## config.mk

```make
export PLATFORM = sky130hd
export DESIGN_NAME = slns_fifo
export DESIGN_NICKNAME = d
export VERILOG_FILES = /design/src/slns_pkg.sv /design/src/slns_fifo.sv
export SDC_FILE = /design/constraint.sdc
export NUM_CORES = 1
export LEC_CHECK = 0
export BUFFER_PORTS_ARGS = -buffer_cell sky130_fd_sc_hd__buf_2
export CAP_MARGIN = 20
export CORE_ASPECT_RATIO = 0.7
export CORE_UTILIZATION = 35
export CTS_BUF_LIST = sky130_fd_sc_hd__clkbuf_2 sky130_fd_sc_hd__clkbuf_4 sky130_fd_sc_hd__clkbuf_8
export DETAILED_ROUTE_END_ITERATION = 8
export GPL_ROUTABILITY_DRIVEN = 0
export GPL_TIMING_DRIVEN = 0
export PLACE_DENSITY_LB_ADDON = 0.25
export REMOVE_ABC_BUFFERS = 1
export SLEW_MARGIN = 20
export SYNTH_ARGS = -nofsm -noshare
export SYNTH_HDL_FRONTEND = slang
export SYNTH_SLANG_ARGS = --single-unit
```

## constraint.sdc

```tcl
create_clock -name clk -period 3.6 [get_ports clk]
set_input_delay 0.18 -clock clk [delete_from_list [all_inputs] [get_ports clk]]
set_output_delay 0.18 -clock clk [all_outputs]
set_load 0.02 [all_outputs]
```

## src/slns_pkg.sv

```systemverilog
// Shared constants, kind codes and queue entry type for the Lambert shading core.
`default_nettype none
package slns_pkg;

  localparam int CW = 24;   // input component width
  localparam int RW = 16;   // component width after range reduction
  localparam int NCW = 49;  // cylinder normal width before reduction

  localparam logic [2:0] KIND_SPHERE = 3'd0;
  localparam logic [2:0] KIND_PLANE  = 3'd1;
  localparam logic [2:0] KIND_CYL    = 3'd2;
  localparam logic [2:0] KIND_TOP    = 3'd3;
  localparam logic [2:0] KIND_BOTTOM = 3'd4;

  // request handed from the front to the back through the queue
  typedef struct packed {
    logic [31:0] ll;    // |L|^2
    logic [31:0] nn;    // |N|^2
    logic [31:0] dmag;  // L.N when positive, else zero
    logic        zero;  // force intensity to zero
    logic        degen; // zero-length normal or light
  } entry_t;

endpackage
`default_nettype wire

```

## src/slns_fifo.sv

```systemverilog
// Four-entry request queue between the front and back pipelines.
`default_nettype none
module slns_fifo (
  input  wire logic             clk,
  input  wire logic             rst_n,
  input  wire logic             push,
  input  wire slns_pkg::entry_t push_data,
  output logic                  full,
  input  wire logic             pop,
  output logic                  q_valid,
  output slns_pkg::entry_t      q_data
);

  slns_pkg::entry_t mem_r [4];
  logic [1:0] wptr_r, rptr_r;
  logic [2:0] cnt_r;

  assign full    = (cnt_r == 3'd4);
  assign q_valid = (cnt_r != 3'd0);
  assign q_data  = mem_r[rptr_r];

  always_ff @(posedge clk) begin
    if (!rst_n) begin
      wptr_r <= '0;
      rptr_r <= '0;
      cnt_r  <= '0;
    end else begin
      if (push) wptr_r <= wptr_r + 2'd1;
      if (pop)  rptr_r <= rptr_r + 2'd1;
      if (push && !pop)      cnt_r <= cnt_r + 3'd1;
      else if (pop && !push) cnt_r <= cnt_r - 3'd1;
    end
  end

  always_ff @(posedge clk) begin
    if (push) mem_r[wptr_r] <= push_data;
  end

endmodule
`default_nettype wire

```

==> results by group, run 1 <==
Run status
  • Status: completed

Detailed routing
  • Drt pass-1 iters: 4
  • Via density: 4.59
  • 1st-iter DRT viols: 306
  • Via Count: 6878
  • Drt wl/cell: 18.7 um
  • Residual DRC: 0
  • Antenna viol nets, final: 0
  • Drt total wl: 28000 um

Clocking
  • Total CTS buffers: 61
  • Worst-case clock buffer depth: 3
  • CTS tree: built
  • Clock latency on the worst-skew pair: 610 ps
  • # Post-CTS Setup Buffers: 0
  • H-tree depth: 2
  • Resize count post-CTS: 0
  • Clock sinks: 401
  • Root Buffer: clkbuf_8
  • Reg clk slew, reported paths: 70 ps

Floorplan
  • Die X: 246 um
  • Die area: 0.0425 mm^2
  • Io pins: 202
  • Initial Util: 35.5%
  • Die span in y: 173 um
  • Core Rows: 62
  • CORE AREA: 0.0410 mm^2

Worst setup path
  • Flop-to-flop setup slack: 1620 ps
  • Delay of the slowest critical-path stage: 590 ps
  • R2R depth: 4
  • CP Launch Type: flip-flop
  • R2R Path Start: wptr_r[0]
  • Worst setup endpoint: q_data[75]
  • Crit-path most repeated cell: buf_16
  • CP arrival: 2510 ps
  • Setup CP Type: reg2out
  • Critical path capture point type: primary output
  • CP required: 3420 ps
  • Cell chain of the critical path: buf_16 -> buf_16 -> mux4_2 -> buf_2
  • Slowest CP cell: dfxtp_4
  • Worst r2r dst: mem_r[1][36]
  • Critical path peak fanout: 31

Yosys
  • Sequential element share of the synthesized area: 82.0%
  • Number of warnings issued by yosys: 0
  • Yosys reg bits: 401
  • Avg Synthesized Cell Area: 26.3 um^2
  • Top cells by area, synth: edfxtp_1 81%, mux4_2 15%, dfxtp_1 1.2%
  • Post-synth cell types: 22
  • Synthesized instance count: 555
  • Synth area leader: edfxtp_1
  • Top-area cell type share of the netlist area: 80.8%
  • Synth Cell Area: 0.0146 mm^2

STA
  • Final worst-path cycle share: 74.8%
  • RSZ-0062 raised after global routing: false
  • Fmax: 371 MHz
  • Crit path time final: 2690 ps
  • Actual slew at the worst max-slew pin: 670 ps
  • Final Hold Fails: 0
  • Slew Viols, Final: 0
  • Finish-stage setup viols: 0
  • Slew headroom: 55.3%
  • Final Skew: 17.3 ps
  • Final worst slack: 906 ps

Global route
  • First-pass GRT wire length: 43300 um
  • Vias in the first global route: 7557
  • Initial antenna violation count: 0
  • Total GRT Usage: 13.4%
  • Pin count of the biggest net entering global routing: 45
  • Aggregate global routing overflow: 0

Pwr
  • Switching Fraction: 23.5%
  • Sw power: 2.43 mW
  • Cell Pwr Density: 555 mW/mm^2
  • Comb pwr share: 11.8%
  • Peak supply drop: 315 uV
  • P_int: 7.93 mW
  • Reg power frac: 52.4%
  • Static Leakage: 6.34 nW
  • Clock power frac: 35.8%

Final layout
  • Cell area after layout: 0.0187 mm^2
  • Area grow syn2layout: 28.2%
  • Share of post-route cells with drive strength above 1: 42.7%
  • NumNets Final: 1020
  • Highest-count cells in the layout ignoring fill and taps: 392 x edfxtp_1, 201 x buf_2, 102 x dlygate4sd3_1
  • Filler cells: 3466
  • Ant. Diodes: 0
  • Most common cell after layout, fill and taps aside: edfxtp_1

Worst hold path
  • Hold crit path type: in2reg
  • Hold Crit Depth: 2

Flow run
  • Max_cap viols: 0

Place
  • Pre-CTS setup slack: 1460 ps
  • DP Area: 0.0165 mm^2
  • DP HPWL: 16600 um
  • Port-buffer cells: 201
==> area by class of cell <==
class	instances	area (um^2)	share of cell area, %
clock buffers	75	951	5.09
clock inverters	31	249	1.33
inverters	4	15.0	0.0804
multi-input cells	128	2470	13.2
flip-flops and latches	401	12000	64.0
well taps	544	681	3.64
repair buffers	316	2360	12.6
==> cell families after synthesis <==
family	count (synthesis)	synth area share, %
flip-flops	401	82.0
multiplexers	100	15.3
buffers and inverters	26	1.13
AND/OR/NAND/NOR	15	0.635
adder cells (fa/ha/maj)	6	0.567
XOR/XNOR	5	0.301
AO/OA/AOI/OAI	2	0.0858
==> worst min-delay path by stage <==
stage | slack [ps] | endpoint | start
2_1_floorplan | 280 | mem_r[0][0] | push_data[0]
3_3_place_gp | 400 | mem_r[2][5] | push_data[5]
3_5_place_dp | 400 | mem_r[0][33] | push_data[33]
4_1_cts | 260 | mem_r[3][53] | push_data[53]
5_1_grt | 270 | mem_r[1][4] | push_data[4]
6_report | 320 | mem_r[3][73] | push_data[73]
==> per-layer routing <==
metal	part of all wire, %	vias to the layer above	wire length, um	global-route usage (%)
met4	2.4	0	686	4.19
met3	6.7	59	1890	4.33
met5	0	-	0	0
li1	-	3117	-	-
met1	43	3524	12100	17.2
met2	48	178	13300	21.8
==> stage by stage <==
stage	power [mW]	instances	utilization [%]	hold slack, ps	TNS, ps
floorplan	6.25	533	-	279	-136610
global placement	6.75	1278	39.3	397	-1025680
detailed placement	6.70	1291	40.1	396	0
CTS	10.5	1499	45.5	255	0
global route	10.8	1499	45.5	273	0
finish	10.4	1499	45.5	321	0
==> worst max-delay path, delay by kind of cell, from the launching register on <==
| family | cells | cell delay (ps) |
|---|---|---|
| muxes | 1 | 550 |
| DFF | 1 | 590 |
| buffers and inverters | 3 | 710 |
==> cell usage after synthesis <==
cell / instances
buf_2: 10
mux2i_1: 2
or3_1: 2
dfxtp_1: 9
ha_1: 5
nor3b_1: 1
mux4_2: 98
and2_1: 9
a21boi_0: 1
edfxtp_1: 392
nand2_1: 1
buf_12: 2
nor2b_1: 2
clkbuf_1: 7
fa_1: 1
buf_6: 1
buf_4: 1
inv_1: 4
xnor2_1: 2
o21ai_0: 1
buf_8: 1
xor2_1: 3
==> state kept, by name (all words and copies together) (netlist names), named ones only <==
| signal | flops |
|---|---|
| wptr_r | 2 |
| cnt_r | 3 |
| mem_r | 392 |
| rptr_r | 2 |
==> repair_timing <==
action | CTS | global route
endpoints found under the hold margin | 401 | 0
hold buffers | 102 | 0
setup endpoints to repair | 0 | 0
==> power by group through the flow <==
stage / Sequential, mW / Combinational (mW) / Clock (mW)
global route: 5.45 / 1.32 / 4.03
detailed placement: 5.53 / 1.17 / 0
finish: 5.43 / 1.23 / 3.71
CTS: 5.43 / 1.26 / 3.85
floorplan: 5.59 / 0.663 / 0
global placement: 5.66 / 1.09 / 0
(Power assumes the default switching activity.)
==> inputs of run 2 (changes only) <==
==> constraint.sdc (replaced) <==
create_clock -name clk -period 2.2 [get_ports clk]
set_input_delay 0.11 -clock clk [delete_from_list [all_inputs] [get_ports clk]]
set_output_delay 0.11 -clock clk [all_outputs]
set_load 0.02 [all_outputs]
==> run 2 against run 1 <==
  * Die area is the same
  * Core utilization increased by 2.5 points
  * Sequential share of layout area is 3.3 points lower
  * Critical path depth unchanged
  * Sequential power rose by 63%
  * Clock power grew 64%
  * Non-clock buffer count increased by 21
  * Global-route usage rose by 0.79 points
==> results by group, run 2 (synthesis results as in run 1) <==
Detailed routing
  • Drt total wl: 30800 um (+9.9%)
  • Drt wl/cell: 20.3 um (+8.4%)
  • Antenna viol nets, final: 0 (unchanged)
  • Drt pass-1 iters: 4 (unchanged)
  • 1st-iter DRT viols: 345 (+13%)
  • Via density: 4.64 (+1.1%)
  • Residual DRC: 0 (unchanged)
  • Via Count: 7048 (+2.5%)

Final layout
  • Most flops, register: mem_r
  • Area grow syn2layout: 35.1%
  • Largest regs: mem_r (392), cnt_r (3)
  • Share of post-route cells with drive strength above 1: 44.0% (+1.2 points)
  • Filler cells: 3379 (-2.5%)
  • Max FFs per register: 392 (unchanged)
  • Ant. Diodes: 0 (unchanged)
  • Most common cell after layout, fill and taps aside: edfxtp_1
  • NumNets Final: 1041 (+2.1%)
  • Highest-count cells in the layout ignoring fill and taps: 392 x edfxtp_1, 109 x buf_2, 102 x dlygate4sd3_1

STA
  • Final Hold Fails: 0 (unchanged)
  • Slew Viols, Final: 0 (unchanged)
  • TNS Setup: 0 ps (unchanged)
  • RSZ-0062 raised after global routing: true
  • Fmax: 456 MHz
  • Crit path time final: 2190 ps
  • Final worst slack: 7.29 ps (-899 ps)
  • Final worst-path cycle share: 99.7%
  • Finish-stage setup viols: 0 (unchanged)
  • Actual slew at the worst max-slew pin: 678 ps (+8.22 ps)
  • Slew headroom: 54.8% (-0.55 points)
  • Final Skew: 11.8 ps (-5.56 ps)
  • WHS: 245 ps (-76.1 ps)

Global route
  • Initial antenna violation count: 0 (unchanged)
  • Aggregate global routing overflow: 0 (unchanged)
  • Total GRT Usage: 14.2% (+0.79 points)
  • Pin count of the biggest net entering global routing: 42 (-6.7%)
  • Vias in the first global route: 7634 (+1.0%)
  • First-pass GRT wire length: 45100 um (+4.1%)

Pwr
  • Clock power frac: 34.6% (-1.2 points)
  • Reg power frac: 50.4% (-2.0 points)
  • P_int: 13.4 mW (+69%)
  • Static Leakage: 6.74 nW (+6.3%)
  • Comb pwr share: 14.9% (+3.1 points)
  • Switching Fraction: 23.6% (+0.13 points)
  • Cell Pwr Density: 892 mW/mm^2 (+61%)
  • Peak supply drop: 532 uV (+69%)
  • Sw power: 4.15 mW (+71%)
  • Post-layout power: 17.6 mW (+70%)

Place
  • Port-buffer cells: 201 (unchanged)
  • DP HPWL: 16600 um (unchanged)
  • Pre-CTS setup slack: 133 ps (-1330 ps)

Worst setup path
  • CP Launch Type: flip-flop
  • Cell chain of the critical path: buf_12 -> clkbuf_16 -> mux4_2 -> buf_6
  • CP required: 2090 ps (-1330 ps)
  • CP arrival: 2080 ps (-430 ps)
  • Setup CP Type: reg2out
  • Critical path capture point type: primary output
  • R2R Path Start: wptr_r[0]
  • Critical path peak fanout: 8 (-74%)
  • Delay of the slowest critical-path stage: 520 ps (-70 ps)
  • Slowest CP cell: mux4_2

Flow run
  • Max_cap viols: 0 (unchanged)

Run status
  • Status: completed

Clocking
  • Reg clk slew, reported paths: 70 ps (about the same)
  • H-tree depth: 2 (unchanged)
  • Clock sinks: 401 (unchanged)
  • CTS tree: built
  • Worst-case clock buffer depth: 3 (unchanged)
  • Total CTS buffers: 61 (unchanged)
  • Clock latency on the worst-skew pair: 610 ps (about the same)
  • Root Buffer: clkbuf_8

Floorplan
  • CORE AREA: 0.0410 mm^2 (unchanged)
  • Die X: 246 um (unchanged)
  • Core Rows: 62 (unchanged)
  • Die span in y: 173 um (unchanged)
  • Io pins: 202 (unchanged)
  • Initial Util: 35.5% (unchanged)
  • Die area: 0.0425 mm^2 (unchanged)

Worst hold path
  • Hold crit path type: in2reg
  • Hold_sp: push_data[4]
==> run 2: changes by cell type in the layout (fill, tap and decap cells not counted) <==
cell / delta
buf_12: +5
clkbuf_16: +4
buf_6: +92
buf_2: -92
buf_4: +5
buf_16: +6
bufbuf_16: +1
==> run 2: critical path, delay by kind of cell (launching register included) <==
kind,cells,cell delay [ps]
buf+inv,3,520
flops,1,410
mux,1,520
==> run 2: metrics by stage <==
stage	cell area (um^2)	std cells	util (%)
detailed placement	16500	1291	40.1
finish	19700	1520	48.0
global placement	16100	1278	39.3
floorplan	14400	533	-
global route	19700	1520	48.0
CTS	19200	1511	46.7
==> run 2: timing repair <==
item	CTS	global route
setup endpoints to repair	86	98
cloned	6	4
gates resized for setup	75	136
buffers inserted	6	5
hold buffers	102	0
hold endpoints to repair	401	0
==> run 2: metal layers <==
metal / track usage [%] / vias to the layer above / part of all wire, %
li1: - / 3167 / -
met1: 18.7 / 3646 / 44
met2: 22.7 / 183 / 47
met3: 4.61 / 52 / 6.8
met4: 3.91 / 0 / 1.9
met5: 0 / - / 0
==> run 2: worst paths after layout <==
check	endpoint	slack (ps)	cells past startpoint
max	q_data[68]	7	4
min	mem_r[1][4]	250	2
max reg2reg	mem_r[1][44]	210	4
min reg2reg	cnt_r[2]	510	2
==> run 2: layout make-up <==
| class | count | area, um^2 | area share (%) |
|---|---|---|---|
| multi-input combinational | 128 | 2470 | 12.5 |
| sequential | 401 | 12000 | 60.7 |
| clock buffer | 75 | 951 | 4.83 |
| timing repair buffer | 337 | 3370 | 17.1 |
| tap | 544 | 681 | 3.46 |
| clock inverter | 31 | 249 | 1.26 |
| inverter | 4 | 15.0 | 0.0762 |
==> run 2: power by group through the flow <==
stage	combinational (mW)	clock [mW]	sequential, mW
finish	2.62	6.09	8.87
global placement	1.78	0	9.27
floorplan	1.09	0	9.14
CTS	2.36	6.30	8.88
detailed placement	1.91	0	9.05
global route	2.79	6.60	8.89
